<file path="src/hw/rtl/lfu_pkg.sv">
// Shared types, constants and control structs for the LFU cache table.
package lfu_pkg;

  localparam int unsigned ENTRIES_DEF = 16;
  localparam longint unsigned COUNT_MAX_DEF = 64'd65535;

  localparam int unsigned KEY_W = 32;
  localparam int unsigned VAL_W = 32;
  localparam int unsigned CAP_W = 5;

  localparam logic [CAP_W-1:0] CAP_RESET = 5'd16;

  localparam logic OP_GET = 1'b0;
  localparam logic OP_PUT = 1'b1;

  typedef logic [KEY_W-1:0] key_t;
  typedef logic [VAL_W-1:0] value_t;
  typedef logic [CAP_W-1:0] capacity_t;

  // Commands from the controller to the datapath.
  typedef struct packed {
    logic accept;        // latch the request
    logic look;          // key match, free slot search, value read
    logic touch;         // hit: bump count, move to most recent
    logic insert_free;   // miss with room: fill first free slot
    logic scan_start;    // clear victim search
    logic scan_step;     // examine one entry for the victim
    logic evict_insert;  // replace victim with the new key
    logic rsp_zero;      // all-zero result
    logic rsp_load;      // move result into the output register
  } lfu_cmd_t;

  // Status from the datapath to the controller.
  typedef struct packed {
    logic hit;
    logic is_put;
    logic cap_zero;
    logic full;
    logic scan_last;
    logic out_busy;
  } lfu_stat_t;

endpackage

</file>
<file path="src/hw/rtl/lfu_if.sv">
// Handshake channel interfaces: request, response and capacity write.
interface lfu_in_if;
  logic              valid;
  logic              ready;
  logic              operation;
  lfu_pkg::key_t     lookup_key;
  lfu_pkg::value_t   write_value;

  modport source (output valid, operation, lookup_key, write_value, input ready);
  modport sink   (input valid, operation, lookup_key, write_value, output ready);
endinterface

interface lfu_out_if;
  logic              valid;
  logic              ready;
  logic              hit;
  lfu_pkg::value_t   read_value;
  logic              evicted;
  lfu_pkg::key_t     evicted_key;

  modport source (output valid, hit, read_value, evicted, evicted_key, input ready);
  modport sink   (input valid, hit, read_value, evicted, evicted_key, output ready);
endinterface

interface lfu_cfg_if;
  logic                 valid;
  logic                 ready;
  lfu_pkg::capacity_t   capacity;

  modport source (output valid, capacity, input ready);
  modport sink   (input valid, capacity, output ready);
endinterface

</file>
<file path="src/hw/rtl/lfu_ctrl.sv">
// Sequencing state machine for the LFU cache table.
module lfu_ctrl (
  input  logic               clk,
  input  logic               rst_n,
  input  logic               in_valid,
  output logic               in_ready,
  input  lfu_pkg::lfu_stat_t stat,
  output lfu_pkg::lfu_cmd_t  cmd
);
  import lfu_pkg::*;

  typedef enum logic [5:0] {
    S_IDLE  = 6'b000001,
    S_LOOK  = 6'b000010,
    S_ACT   = 6'b000100,
    S_SCAN  = 6'b001000,
    S_EVICT = 6'b010000,
    S_RESP  = 6'b100000
  } state_t;

  state_t state_r, state_nxt;

  always_ff @(posedge clk) begin
    if (!rst_n) begin
      state_r <= S_IDLE;
    end else begin
      state_r <= state_nxt;
    end
  end

  always_comb begin
    cmd       = '0;
    in_ready  = 1'b0;
    state_nxt = state_r;
    case (state_r)
      S_IDLE: begin
        in_ready   = 1'b1;
        cmd.accept = in_valid;
        if (in_valid) begin
          state_nxt = S_LOOK;
        end
      end
      S_LOOK: begin
        cmd.look  = 1'b1;
        state_nxt = S_ACT;
      end
      S_ACT: begin
        if (stat.is_put && stat.cap_zero) begin
          cmd.rsp_zero = 1'b1;
          state_nxt    = S_RESP;
        end else if (stat.hit) begin
          cmd.touch = 1'b1;
          state_nxt = S_RESP;
        end else if (!stat.is_put) begin
          cmd.rsp_zero = 1'b1;
          state_nxt    = S_RESP;
        end else if (stat.full) begin
          cmd.scan_start = 1'b1;
          state_nxt      = S_SCAN;
        end else begin
          cmd.insert_free = 1'b1;
          state_nxt       = S_RESP;
        end
      end
      S_SCAN: begin
        cmd.scan_step = 1'b1;
        if (stat.scan_last) begin
          state_nxt = S_EVICT;
        end
      end
      S_EVICT: begin
        cmd.evict_insert = 1'b1;
        state_nxt        = S_RESP;
      end
      S_RESP: begin
        if (!stat.out_busy) begin
          cmd.rsp_load = 1'b1;
          state_nxt    = S_IDLE;
        end
      end
      default: begin
        state_nxt = S_IDLE;
      end
    endcase
  end

  a_look_to_act: assert property (@(posedge clk) disable iff (!rst_n)
    (state_r == S_LOOK) |=> (state_r == S_ACT))
    else $error("lookup not followed by decision");

  a_scan_ends_in_evict: assert property (@(posedge clk) disable iff (!rst_n)
    (state_r == S_SCAN && stat.scan_last) |=> (state_r == S_EVICT))
    else $error("victim scan did not end in eviction");

  a_accept_only_idle: assert property (@(posedge clk) disable iff (!rst_n)
    cmd.accept |-> (state_r == S_IDLE))
    else $error("request accepted outside idle");

endmodule

</file>
<file path="src/hw/rtl/lfu_dp.sv">
// Entry storage, key match, victim search and result registers.
module lfu_dp #(
  parameter int unsigned      ENTRIES   = lfu_pkg::ENTRIES_DEF,
  parameter longint unsigned  COUNT_MAX = lfu_pkg::COUNT_MAX_DEF
) (
  input  logic                 clk,
  input  logic                 rst_n,
  input  lfu_pkg::lfu_cmd_t    cmd,
  output lfu_pkg::lfu_stat_t   stat,
  input  logic                 in_operation,
  input  lfu_pkg::key_t        in_key,
  input  lfu_pkg::value_t      in_value,
  input  logic                 cfg_valid,
  input  lfu_pkg::capacity_t   cfg_capacity,
  input  logic                 out_ready,
  output logic                 out_valid,
  output logic                 out_hit,
  output lfu_pkg::value_t      out_read_value,
  output logic                 out_evicted,
  output lfu_pkg::key_t        out_evicted_key
);
  import lfu_pkg::*;

  localparam int unsigned IDX_W = $clog2(ENTRIES);
  localparam int unsigned OCC_W = $clog2(ENTRIES + 1);
  localparam int unsigned CNT_W = $clog2(COUNT_MAX + 64'd1);
  localparam int unsigned CMP_W = (OCC_W > CAP_W) ? OCC_W : CAP_W;
  localparam logic [CNT_W-1:0] CNT_MAX_V = CNT_W'(COUNT_MAX);
  localparam logic [CNT_W-1:0] CNT_ONE   = CNT_W'(1);
  localparam logic [IDX_W-1:0] IDX_LAST  = IDX_W'(ENTRIES - 1);
  localparam logic [OCC_W-1:0] OCC_FULL  = OCC_W'(ENTRIES);

  // request
  logic       op_r;
  key_t       key_r;
  value_t     wval_r;
  capacity_t  capacity_r;

  // entries
  logic [ENTRIES-1:0] valid_r;
  key_t               key_q [ENTRIES];
  logic [CNT_W-1:0]   cnt_q [ENTRIES];
  logic [IDX_W-1:0]   rec_q [ENTRIES];
  value_t             mem   [ENTRIES];
  value_t             rdata_r;
  logic [OCC_W-1:0]   occ_r;

  // lookup results
  logic              hit_r;
  logic [IDX_W-1:0]  hidx_r, fidx_r;

  // victim search
  logic [IDX_W-1:0]  scan_idx_r, best_idx_r, best_rec_r;
  logic [CNT_W-1:0]  best_cnt_r;
  logic              best_found_r;

  // result staging and output register
  logic    res_hit_r, res_evicted_r;
  value_t  res_rd_r;
  key_t    res_evk_r;
  logic    out_valid_r, out_hit_r, out_evicted_r;
  value_t  out_rd_r;
  key_t    out_evk_r;

  logic [ENTRIES-1:0] match;
  logic [IDX_W-1:0]   match_idx, free_idx;
  logic               any_match;

  always_comb begin
    match_idx = '0;
    free_idx  = '0;
    for (int i = 0; i < ENTRIES; i++) begin
      match[i] = valid_r[i] && (key_q[i] == key_r);
      if (match[i]) begin
        match_idx = match_idx | IDX_W'(i);
      end
    end
    for (int i = ENTRIES - 1; i >= 0; i--) begin
      if (!valid_r[i]) begin
        free_idx = IDX_W'(i);
      end
    end
    any_match = |match;
  end

  logic              rl_en;
  logic [IDX_W-1:0]  rl_slot, rl_old, rl_new, ins_slot;
  logic [CNT_W-1:0]  cnt_old, cnt_inc;
  logic              wr_en;
  logic [IDX_W-1:0]  wr_addr;
  logic              scan_better;

  always_comb begin
    rl_en    = cmd.touch || cmd.evict_insert;
    rl_slot  = cmd.touch ? hidx_r : best_idx_r;
    rl_old   = rec_q[rl_slot];
    rl_new   = IDX_W'(occ_r - OCC_W'(1));
    ins_slot = cmd.evict_insert ? best_idx_r : fidx_r;
    cnt_old  = cnt_q[hidx_r];
    cnt_inc  = (cnt_old == CNT_MAX_V) ? cnt_old : cnt_old + CNT_ONE;
    wr_en    = (cmd.touch && (op_r == OP_PUT)) || cmd.insert_free || cmd.evict_insert;
    wr_addr  = cmd.touch ? hidx_r : ins_slot;
    scan_better = valid_r[scan_idx_r] &&
                  (!best_found_r || (cnt_q[scan_idx_r] < best_cnt_r) ||
                   ((cnt_q[scan_idx_r] == best_cnt_r) && (rec_q[scan_idx_r] < best_rec_r)));
  end

  // control-side registers
  always_ff @(posedge clk) begin
    if (!rst_n) begin
      capacity_r  <= CAP_RESET;
      valid_r     <= '0;
      occ_r       <= '0;
      out_valid_r <= 1'b0;
    end else begin
      if (cfg_valid) begin
        capacity_r <= cfg_capacity;
      end
      if (cmd.insert_free) begin
        valid_r[fidx_r] <= 1'b1;
        occ_r           <= occ_r + OCC_W'(1);
      end
      if (cmd.rsp_load) begin
        out_valid_r <= 1'b1;
      end else if (out_ready) begin
        out_valid_r <= 1'b0;
      end
    end
  end

  // request capture and lookup
  always_ff @(posedge clk) begin
    if (cmd.accept) begin
      op_r   <= in_operation;
      key_r  <= in_key;
      wval_r <= in_value;
    end
    if (cmd.look) begin
      hit_r   <= any_match;
      hidx_r  <= match_idx;
      fidx_r  <= free_idx;
      rdata_r <= mem[match_idx];
    end
    if (wr_en) begin
      mem[wr_addr] <= wval_r;
    end
  end

  // per-entry key, count and recency rank
  always_ff @(posedge clk) begin
    for (int i = 0; i < ENTRIES; i++) begin
      if (rl_en && valid_r[i] && (IDX_W'(i) != rl_slot) && (rec_q[i] > rl_old)) begin
        rec_q[i] <= rec_q[i] - IDX_W'(1);
      end
      if (rl_en && (IDX_W'(i) == rl_slot)) begin
        rec_q[i] <= rl_new;
      end
      if (cmd.insert_free && (IDX_W'(i) == fidx_r)) begin
        rec_q[i] <= IDX_W'(occ_r);
      end
      if (cmd.touch && (IDX_W'(i) == hidx_r)) begin
        cnt_q[i] <= cnt_inc;
      end
      if ((cmd.insert_free || cmd.evict_insert) && (IDX_W'(i) == ins_slot)) begin
        cnt_q[i] <= CNT_ONE;
        key_q[i] <= key_r;
      end
    end
  end

  // victim search: lowest count, then least recent
  always_ff @(posedge clk) begin
    if (cmd.scan_start) begin
      scan_idx_r   <= '0;
      best_found_r <= 1'b0;
    end else if (cmd.scan_step) begin
      scan_idx_r <= scan_idx_r + IDX_W'(1);
      if (scan_better) begin
        best_found_r <= 1'b1;
        best_idx_r   <= scan_idx_r;
        best_cnt_r   <= cnt_q[scan_idx_r];
        best_rec_r   <= rec_q[scan_idx_r];
      end
    end
  end

  // result staging and output payload
  always_ff @(posedge clk) begin
    if (cmd.rsp_zero || cmd.insert_free) begin
      res_hit_r     <= 1'b0;
      res_rd_r      <= '0;
      res_evicted_r <= 1'b0;
      res_evk_r     <= '0;
    end else if (cmd.touch) begin
      res_hit_r     <= 1'b1;
      res_rd_r      <= (op_r == OP_PUT) ? '0 : rdata_r;
      res_evicted_r <= 1'b0;
      res_evk_r     <= '0;
    end else if (cmd.evict_insert) begin
      res_hit_r     <= 1'b0;
      res_rd_r      <= '0;
      res_evicted_r <= 1'b1;
      res_evk_r     <= key_q[best_idx_r];
    end
    if (cmd.rsp_load) begin
      out_hit_r     <= res_hit_r;
      out_rd_r      <= res_rd_r;
      out_evicted_r <= res_evicted_r;
      out_evk_r     <= res_evk_r;
    end
  end

  always_comb begin
    stat.hit       = hit_r;
    stat.is_put    = (op_r == OP_PUT);
    stat.cap_zero  = (capacity_r == '0);
    stat.full      = (CMP_W'(occ_r) >= CMP_W'(capacity_r)) || (occ_r == OCC_FULL);
    stat.scan_last = (scan_idx_r == IDX_LAST);
    stat.out_busy  = out_valid_r && !out_ready;
  end

  assign out_valid       = out_valid_r;
  assign out_hit         = out_hit_r;
  assign out_read_value  = out_rd_r;
  assign out_evicted     = out_evicted_r;
  assign out_evicted_key = out_evk_r;

  a_occ_tracks_valid: assert property (@(posedge clk) disable iff (!rst_n)
    OCC_W'($countones(valid_r)) == occ_r)
    else $error("occupancy out of step with valid bits");

  a_victim_found: assert property (@(posedge clk) disable iff (!rst_n)
    cmd.evict_insert |-> best_found_r && valid_r[best_idx_r])
    else $error("eviction without a valid victim");

  a_free_slot: assert property (@(posedge clk) disable iff (!rst_n)
    cmd.insert_free |-> !valid_r[fidx_r] && (occ_r != OCC_FULL))
    else $error("insert into an occupied slot");

  a_touch_hit: assert property (@(posedge clk) disable iff (!rst_n)
    cmd.touch |-> hit_r && valid_r[hidx_r])
    else $error("touch of an entry that did not match");

endmodule

</file>
<file path="src/hw/rtl/lfu_cache_table_core.sv">
// Top level of the LFU cache table: controller, datapath and channel hookup.
//
// Usage:
//   in_ch   request channel (valid/ready): operation (0 get, 1 put), lookup_key,
//           write_value. One request is in flight at a time.
//   out_ch  response channel (valid/ready): hit, read_value, evicted,
//           evicted_key. Exactly one response per request, in order.
//   cfg_ch  capacity write channel; always ready. Write only while idle.
// Steps per request, accept to response valid: get, put hit, put with free
//   room or zero capacity: lookup, decision, output load. Put miss on a
//   full table: lookup, decision, victim search, eviction, output load;
//   the victim search walks the count/recency registers one entry per cycle.
//   in_ch.ready returns the cycle after the response is loaded.
// Reset (rst_n, synchronous): table empty, capacity 16, no response pending.
// A stalled out_ch holds its response; the next finished response waits in
// the datapath until the output register frees, and no request is taken
// meanwhile.
module lfu_cache_table_core #(
  parameter int unsigned     ENTRIES   = lfu_pkg::ENTRIES_DEF,
  parameter longint unsigned COUNT_MAX = lfu_pkg::COUNT_MAX_DEF
) (
  input  logic      clk,
  input  logic      rst_n,
  lfu_in_if.sink    in_ch,
  lfu_out_if.source out_ch,
  lfu_cfg_if.sink   cfg_ch
);
  import lfu_pkg::*;

  lfu_cmd_t  cmd;
  lfu_stat_t stat;
  logic      cfg_we;

  // capacity writes never stall
  assign cfg_ch.ready = 1'b1;
  assign cfg_we       = cfg_ch.valid;

  lfu_ctrl u_ctrl (
    .clk      (clk),
    .rst_n    (rst_n),
    .in_valid (in_ch.valid),
    .in_ready (in_ch.ready),
    .stat     (stat),
    .cmd      (cmd)
  );

  lfu_dp #(
    .ENTRIES   (ENTRIES),
    .COUNT_MAX (COUNT_MAX)
  ) u_dp (
    .clk             (clk),
    .rst_n           (rst_n),
    .cmd             (cmd),
    .stat            (stat),
    .in_operation    (in_ch.operation),
    .in_key          (in_ch.lookup_key),
    .in_value        (in_ch.write_value),
    .cfg_valid       (cfg_we),
    .cfg_capacity    (cfg_ch.capacity),
    .out_ready       (out_ch.ready),
    .out_valid       (out_ch.valid),
    .out_hit         (out_ch.hit),
    .out_read_value  (out_ch.read_value),
    .out_evicted     (out_ch.evicted),
    .out_evicted_key (out_ch.evicted_key)
  );

endmodule
</file>
<file path="src/flat_wrapper.sv">
// flat-port wrapper written by rule: the top's interface ports become plain ports
module lfu_cache_table_core_flat import lfu_pkg::*;
#(
  parameter int unsigned     ENTRIES   = lfu_pkg::ENTRIES_DEF,
  parameter longint unsigned COUNT_MAX = lfu_pkg::COUNT_MAX_DEF
)
  (clk, rst_n, in_ch_valid, in_ch_operation, in_ch_lookup_key, in_ch_write_value, in_ch_ready, out_ch_valid, out_ch_hit, out_ch_read_value, out_ch_evicted, out_ch_evicted_key, out_ch_ready, cfg_ch_valid, cfg_ch_capacity, cfg_ch_ready);
  lfu_in_if in_ch_i ();
  lfu_out_if out_ch_i ();
  lfu_cfg_if cfg_ch_i ();
  input  logic clk;
  input  logic rst_n;
  input wire logic [$bits(in_ch_i.valid)-1:0] in_ch_valid;
  input wire logic [$bits(in_ch_i.operation)-1:0] in_ch_operation;
  input wire logic [$bits(in_ch_i.lookup_key)-1:0] in_ch_lookup_key;
  input wire logic [$bits(in_ch_i.write_value)-1:0] in_ch_write_value;
  output wire logic [$bits(in_ch_i.ready)-1:0] in_ch_ready;
  output wire logic [$bits(out_ch_i.valid)-1:0] out_ch_valid;
  output wire logic [$bits(out_ch_i.hit)-1:0] out_ch_hit;
  output wire logic [$bits(out_ch_i.read_value)-1:0] out_ch_read_value;
  output wire logic [$bits(out_ch_i.evicted)-1:0] out_ch_evicted;
  output wire logic [$bits(out_ch_i.evicted_key)-1:0] out_ch_evicted_key;
  input wire logic [$bits(out_ch_i.ready)-1:0] out_ch_ready;
  input wire logic [$bits(cfg_ch_i.valid)-1:0] cfg_ch_valid;
  input wire logic [$bits(cfg_ch_i.capacity)-1:0] cfg_ch_capacity;
  output wire logic [$bits(cfg_ch_i.ready)-1:0] cfg_ch_ready;
  assign in_ch_i.valid = in_ch_valid;
  assign in_ch_i.operation = in_ch_operation;
  assign in_ch_i.lookup_key = in_ch_lookup_key;
  assign in_ch_i.write_value = in_ch_write_value;
  assign in_ch_ready = in_ch_i.ready;
  assign out_ch_valid = out_ch_i.valid;
  assign out_ch_hit = out_ch_i.hit;
  assign out_ch_read_value = out_ch_i.read_value;
  assign out_ch_evicted = out_ch_i.evicted;
  assign out_ch_evicted_key = out_ch_i.evicted_key;
  assign out_ch_i.ready = out_ch_ready;
  assign cfg_ch_i.valid = cfg_ch_valid;
  assign cfg_ch_i.capacity = cfg_ch_capacity;
  assign cfg_ch_ready = cfg_ch_i.ready;
  lfu_cache_table_core #(.ENTRIES(ENTRIES), .COUNT_MAX(COUNT_MAX)) u_core (.clk(clk), .rst_n(rst_n), .in_ch(in_ch_i), .out_ch(out_ch_i), .cfg_ch(cfg_ch_i));
endmodule
</file>
<file path="config.mk">
export PLATFORM = sky130hd
export DESIGN_NAME = lfu_cache_table_core_flat
export DESIGN_NICKNAME = d
export VERILOG_FILES = /design/src/hw/rtl/lfu_pkg.sv /design/src/hw/rtl/lfu_if.sv /design/src/hw/rtl/lfu_ctrl.sv /design/src/hw/rtl/lfu_dp.sv /design/src/hw/rtl/lfu_cache_table_core.sv /design/src/flat_wrapper.sv
export SDC_FILE = /design/constraint.sdc
export NUM_CORES = 2
export LEC_CHECK = 0
export BUFFER_PORTS_ARGS = -buffer_cell sky130_fd_sc_hd__buf_2
export CELL_PAD_IN_SITES_DETAIL_PLACEMENT = 0
export CELL_PAD_IN_SITES_GLOBAL_PLACEMENT = 1
export CORE_ASPECT_RATIO = 1.5
export CORE_UTILIZATION = 25
export DETAILED_ROUTE_END_ITERATION = 7
export PLACE_DENSITY = 0.47
export SKIP_LAST_GASP = 1
export SYNTH_ARGS = -nofsm -noshare
export SYNTH_HDL_FRONTEND = slang
export SYNTH_SLANG_ARGS = --single-unit
</file>
<file path="constraint.sdc">
create_clock -name clk -period 5.03 [get_ports clk]
set_input_delay 0.2515 -clock clk [delete_from_list [all_inputs] [get_ports clk]]
set_output_delay 0.2515 -clock clk [all_outputs]
set_load 0.03 [all_outputs]
</file>
# Word level (Yosys, flattened, before mapping)
# Memories as Yosys holds them, arrays and structs flattened. A register that Yosys moved wholly into a read port is not among the register bits.
# Cells that the tools add are included.
# W data, S select, Z words.
word_totals:
  ff_bits: 236
  ramBits: 1344
  inputBits: 75
  out_inout_bits: 69
  word_cells: 792
  n_memories: 4
mem_list:
  columns: ["memory", "depth", "word_bits", "read_ports", "rd_ports_with_merged_regs", "write_ports", "line", "text"]
  rows:
  - ["u_core.u_dp.key_q", 16, 32, 17, 1, 1, "lfu_dp.sv:41", "key_t key_q [ENTRIES];"]
  - ["u_core.u_dp.mem", 16, 32, 1, 1, 1, "lfu_dp.sv:44", "value_t mem [ENTRIES];"]
  - ["u_core.u_dp.cnt_q", 16, 16, 2, 2, 1, "lfu_dp.sv:42", "logic [CNT_W-1:0] cnt_q [ENTRIES];"]
  - ["u_core.u_dp.rec_q", 16, 4, 18, 1, 16, "lfu_dp.sv:43", "logic [IDX_W-1:0] rec_q [ENTRIES];"]
op_classes:
  add_sub_neg: 20
  order_cmp: 22
  eq_ne: 104
  mux: 376
  bitwise_logic: 50
  n_reduce_logical: 190
op_table:
  columns: ["cell", "count"]
  rows:
  - ["$mux W32", 18]
  - ["$eq A32 B32 Y1", 16]
  - ["$mux W16", 32]
  - ["$reduce_or A32 Y1", 15]
  - ["$mux W4", 86]
  - ["$reduce_or A16 Y1", 16]
  - ["$mux W1", 214]
  - ["$logic_and A1 B1 Y1", 134]
  - ["$eq A4 B4 Y1 const A", 32]
  - ["$sub A4 B1 Y4 const B", 17]
  - ["$eq A3 B4 Y1 const A", 16]
  - ["$gt A4 B4 Y1", 16]
  - ["$or A1 B1 Y1", 48]
  - ["$mux W6", 7]
  - ["$pmux W6 S6", 1]
  - ["$eq A2 B4 Y1 const A", 8]
  - ["$ne A4 B4 Y1 const A", 8]
  - ["$mux W3", 10]
  - ["$add A16 B1 Y16 const B", 1]
  - ["$eq A1 B4 Y1 const A", 4]
  - ["$eq A16 B16 Y1", 1]
  - ["$eq A16 B16 Y1 const B", 1]
  - ["$logic_not A4 Y1", 4]
  - ["$lt A16 B16 Y1", 1]
  - ["other kinds (34)", 56]

# Depth between registers and ports, before layout
logic_depth:
  depth_word: 28
  mapped_depth: 22
  depth_no_buf: 17

# Cells and area by module
# Synthesis repeated with hierarchy kept, for this count alone.
unflattened:
  hier_cells: 5376
  hier_area_um2: 77625.7
modules_own_cells:
  columns: ["mod", "instances", "cells_each", "area_per_inst_um2", "seq_area_each_um2"]
  rows:
  - ["lfu_dp", 1, 5320, 77150.2, 48206.2]
  - ["lfu_ctrl", 1, 54, 464.2, 120.1]
  - ["lfu_cache_table_core", 1, 2, 11.3, 0.0]

# Worst setup path before layout
# OpenSTA, ideal clock, no wires.
synth_timing:
  path_type: "reg-to-reg"
  start: "register with a tool-made name"
  end: "register u_core.u_dp.best_cnt_r[0], read port of u_core.u_dp.cnt_q, enable pin"
  setup_time_ns: 0.382
  arrival_time_ns: 4.776
  required_time_ns: 4.648
  setup_slack_ns: -0.128
  stages_incl_launch_ff: 16
  path_buffers: 3
  synth_period_minus_slack_ns: 5.158
  path_cell_list: "dfxtp_1 -> clkbuf_1 -> clkbuf_1 -> buf_1 -> mux4_2 -> mux4_2 -> ha_1 -> nor2b_1 -> o21a_1 -> o21a_1 -> o21a_1 -> o21a_1 -> o21ai_0 -> nand2b_1 -> a211oi_1 -> o21a_1"
synth_lines:
  columns: ["element", "line", "text"]
  rows:
  - ["to (decl)", "lfu_dp.sv:54", "logic [CNT_W-1:0] best_cnt_r;"]

# Final worst setup path
layout_timing:
  start: "register u_core.u_dp.key_r[26]"
  end: "register u_core.u_dp.rdata_r[7], read port of u_core.u_dp.mem (data pin)"
layout_between:
  elab_chain_len: 17
  elab_cells_between_ends: 45
  classes_between: "eq/ne (15); mux (15); reduce/logical (15)"
layout_lines:
  columns: ["element", "line", "text"]
  rows:
  - ["from (decl)", "lfu_dp.sv:35", "key_t key_r;"]
  - ["from (signal assigned)", "lfu_dp.sv:135", "key_r <= in_key;"]
  - ["$eq A32 B32 Y1", "lfu_dp.sv:73", "match[i] = valid_r[i] && (key_q[i] == key_r);"]
  - ["$logic_and A1 B1 Y1", "lfu_dp.sv:73", null]
  - ["$mux W1", "lfu_dp.sv:74", "if (match[i]) begin"]
  - ["$mux W2 (2 in series)", "lfu_dp.sv:74", null]
  - ["$mux W3 (4 in series)", "lfu_dp.sv:74", null]
  - ["$mux W4 (7 in series)", "lfu_dp.sv:74", null]
  - ["$mux W4 (*)", "lfu_dp.sv:74", null]
  - ["to (decl)", "lfu_dp.sv:45", "value_t rdata_r;"]
# Every way passes the cells marked *; elsewhere a longest branch is shown, timed or not.
# A chain may end at the register's enable or synchronous reset.

==> flow_summary_export.csv <==
group,metric,value,unit
status,status,"finished clean",
cts,cts.sinks,1652,
timing,setup_viol,0,
timing,tightestPinTransition,1.33,ns
worst_setup_path,cp.arrival,5.60,ns
worst_setup_path,critical_path.reg2reg.startpoint,"u_core.u_dp.key_r[26]",
cts,cts_root_buffer,"clkbuf_16",
worst_setup_path,cp_num_buf_inv,3,
synth,synth_top_family_by_area,"multiplexers",
worst_setup_path,r2r_cells,12,
worst_hold_path,min-delay-start,"in_ch_write_value[9]",
synth,synth-edff-count,1524,
worst_setup_path,max_stage_delay,0.78,ns
floorplan,num_rows,249,
job,maxCapViolCount,0,
worst_setup_path,crit_path_end_kind,"register",
synth,synth_compound_area_frac,0.0637,
global_routing,antenna_found_initial,12,
worst_setup_path,crit_type,"register to register",
floorplan,core,307000,um^2
timing,slew_viol_final,0,
routing,num_vias,48600,
worst_setup_path,startpoint_type,"register",
synth,synthFlopType,"edfxtp_1",
cts,clkLatencyLatePin,0.89,ns
worst_setup_path,rrSetupSlack,0.02,ns
timing,max_freq,199,MHz
placed_design,place_hpwl,209000,um
synth,syn_area_per_cell,14.5,um^2
synth,async_flop_share,0,
global_routing,grt_overflow,0,
floorplan,die_h,682,um
timing,rsz0062_at_grt,"false",
synth,synth-seq-cells,1652,
worst_setup_path,critical_path.top_delay_family,"simple AND/OR/NAND/NOR gates",
floorplan,start_util,0.251,
synth,yosysSeqAreaShare,0.628,
placed_design,port_buffers,142,
routing,wl_per_cell,30.4,um
timing,totalNegativeSetupSlack,0,ns
routing,via_per_inst,4.93,
timing,fin_crit_sh,0.997,
cts,cts-htree-levels,4,
layout,area_growth,19.1,%
synth,synth_simple_gate_area_share,0.0783,
cts,tritoncts,"done",
timing,period_minus_slack,5.01,ns
power,finalPower,31.4,mW
worst_setup_path,cpMaxStageDelayCell,"edfxtp_1",
layout,drive_gt1_frac,0.224,
synth,syn-instance-count,5311,
worst_hold_path,min_path_type,"primary input to register",
timing,hold_viol,0,
global_routing,grt_pass1_wl,413000,um
synth,syn-num-nets,5495,
synth,synth_fa_ha_area_frac,0.0177,
synth,yosysWarnings,0,
global_routing,grt_pass1_vias,49900,
worst_setup_path,worst_ep_required_time,5.62,ns
layout,finalNetCount,5903,
cts,clkTransAtPathRegs,0.07,ns
routing,antenna_left,0,
worst_hold_path,worstHoldEndpoint,"u_core.u_dp.wval_r[9]",
floorplan,die-area,310000,um^2
routing,drt-initial-drc-count,3948,
floorplan,io_pins,144,
floorplan,dieWidth,455,um
synth,synthMuxAreaShare,0.123,
placed_design,gp_congestion,0.889,
timing,final.setup_skew,0.0892,ns
routing,first_pass_iters,5,
power,p_leak,30.1,nW
worst_setup_path,rr_endpoint,"u_core.u_dp.rdata_r[7]",
routing,wl,300000,um
synth,syn_area,77000,um^2
cts,cts_buffers,180,
routing,drc,0,
synth,synth_cell_types,84,
worst_setup_path,path_max_fanout,16,
cts,clockBufferDepth,4,
power,irDropWorstVdd,0.317,mV
global_routing,track_usage,0.190,
worst_setup_path,path_cells,"buf_4 -> xnor2_1 -> nand4_1 -> nor4_1 -> nand4_1 -> o2111ai_1 -> nor3_4 -> inv_2 -> buf_4 -> a211oi_1 -> a2111oi_0 -> nand3_1",
synth,synth_xor_xnor_area_share,0.0641,
global_routing,grt_start_max_net_pins,98,
worst_hold_path,min_delay_path_depth,2,
timing,relSlewSlack,0.109,
power,power_density,342,nW/um^2
==> state kept, by name, summed over array words and instances (netlist names), 6 cells and up, named ones only <==
register,count
u_core.u_dp.cnt_q,256
u_core.u_dp.out_read_value,32
u_core.u_dp.valid_r,16
u_core.u_dp.wval_r,32
u_core.u_dp.out_evicted_key,32
u_core.u_dp.res_rd_r,32
u_core.u_dp.rec_q,64
u_core.u_dp.rdata_r,32
u_core.u_dp.res_evk_r,32
u_core.u_dp.mem,512
u_core.u_dp.key_q,512
u_core.u_ctrl.state_r,6
u_core.u_dp.best_cnt_r,16
u_core.u_dp.key_r,32
==> power by group <==
group          switching [mW]  internal [mW]
sequential              0.334           15.4
clock                    5.79           7.52
combinational            1.56          0.775
total                    7.68           23.7
==> through the flow <==
step	instance area, um^2	std cells	utilization	setup WS [ns]	hold slack, ns
after detailed placement	85100	9465	0.277	-0.520	0.417
final	91700	9873	0.299	0.0170	0.0738
after global placement	85100	9465	0.277	-0.482	0.415
after global routing	91700	9873	0.299	0.00336	0.0347
after floorplan	77000	5311	-	0.113	0.350
after CTS	91600	9869	0.299	0.0139	0.00503
==> cells in the mapped netlist (all sizes together), types with 53 or more instances <==
cell / n / area (um^2)
buf: 145 / 837
clkbuf: 227 / 853
xnor2: 212 / 1880
mux4: 337 / 7590
ha: 109 / 1360
nand4: 88 / 551
nand3: 250 / 1260
mux2i: 99 / 1010
nand2: 270 / 1020
a21oi: 109 / 546
mux2: 75 / 845
nor3: 53 / 285
o21ai: 275 / 1380
nor2: 407 / 1540
edfxtp: 1524 / 45800
a211oi: 150 / 1130
dfxtp: 128 / 2560
inv: 71 / 267
nor4: 88 / 566
xor2: 347 / 3050
==> kinds of logic (layout without fill, tap and decap cells) <==
| group | after synthesis | after routing |
|---|---|---|
| flops | 1652 | 1652 |
| simple gates | 1273 | 1273 |
| compound gates | 762 | 762 |
| xor+xnor | 559 | 559 |
| mux | 511 | 512 |
| buf+inv | 444 | 986 |
| fa+ha+maj | 109 | 109 |
| other cells | 1 | 4 |
==> worst register-to-register path: cells and delay by family, from the launching register on <==
kind	cells	cell delay, ns
AO/OA/AOI/OAI	3	1.42
XOR/XNOR	1	0.15
buffers and inverters	3	0.83
flip-flops	1	0.78
AND/OR/NAND/NOR	5	1.59
==> final cells by class <==
class / count / area, um^2
Fill cell: 30800 / 215000
Sequential cell: 1652 / 48300
Multi-Input combinational cell: 3216 / 27300
Timing Repair Buffer: 597 / 5070
Tap cell: 4016 / 5020
Clock buffer: 233 / 4890
Clock inverter: 84 / 783
Inverter: 72 / 272
Antenna cell: 3 / 7.51
==> per-layer routing <==
layer | global-route usage | routed length, um | up-vias
li1 | - | - | 21300
met1 | 0.219 | 114000 | 25700
met2 | 0.352 | 160000 | 1249
met3 | 0.0171 | 10100 | 390
met4 | 0.0879 | 15200 | 4
met5 | 0 | 31 | -
==> what timing repair did <==
| action | CTS | global route |
|---|---|---|
| hold endpoints to repair | 80 | 0 |
| cloned | 0 | 1 |
| hold buffers | 83 | 0 |
| gates resized for setup | 8 | 4 |
| setup buffers | 4 | 0 |
| setup endpoints to repair | 19 | 51 |
| pin swaps | 1 | 0 |
==> how the worst max path moves through the flow <==
stage / cells past startpoint / from / to / slack, ns
after floorplan: 15 / register / u_core.u_dp.best_cnt_r[0] / 0.11
after global placement: 12 / u_core.u_dp.key_r[25] / u_core.u_dp.rdata_r[22] / -0.48
after detailed placement: 12 / u_core.u_dp.key_r[25] / u_core.u_dp.rdata_r[22] / -0.52
after CTS: 14 / u_core.u_dp.capacity_r[1] / u_core.u_dp.rec_q[9][1] / 0.01
after global routing: 11 / u_core.u_dp.key_r[8] / u_core.u_dp.rdata_r[2] / 0.003
final: 12 / u_core.u_dp.key_r[26] / u_core.u_dp.rdata_r[7] / 0.02
==> layout by cell type (no fill, tap or decap), types with 34 or more instances in the layout <==
cell type	instances
dfxtp_1	122
mux2i_1	94
xnor2_1	209
dlygate4sd3_1	83
nand4_1	88
nor2_1	368
nand3_1	246
o22a_1	34
clkbuf_16	181
buf_12	59
nor4_1	82
a21oi_1	106
edfxtp_1	1524
clkbuf_1	35
ha_1	109
o21ai_0	270
nor3_1	49
mux2_2	75
a211oi_1	150
buf_4	313
clkinv_2	39
nor2_4	36
mux4_2	337
buf_2	142
inv_1	69
xor2_1	345
nand2_1	267
No activity file was read; power rests on OpenSTA's default activity.
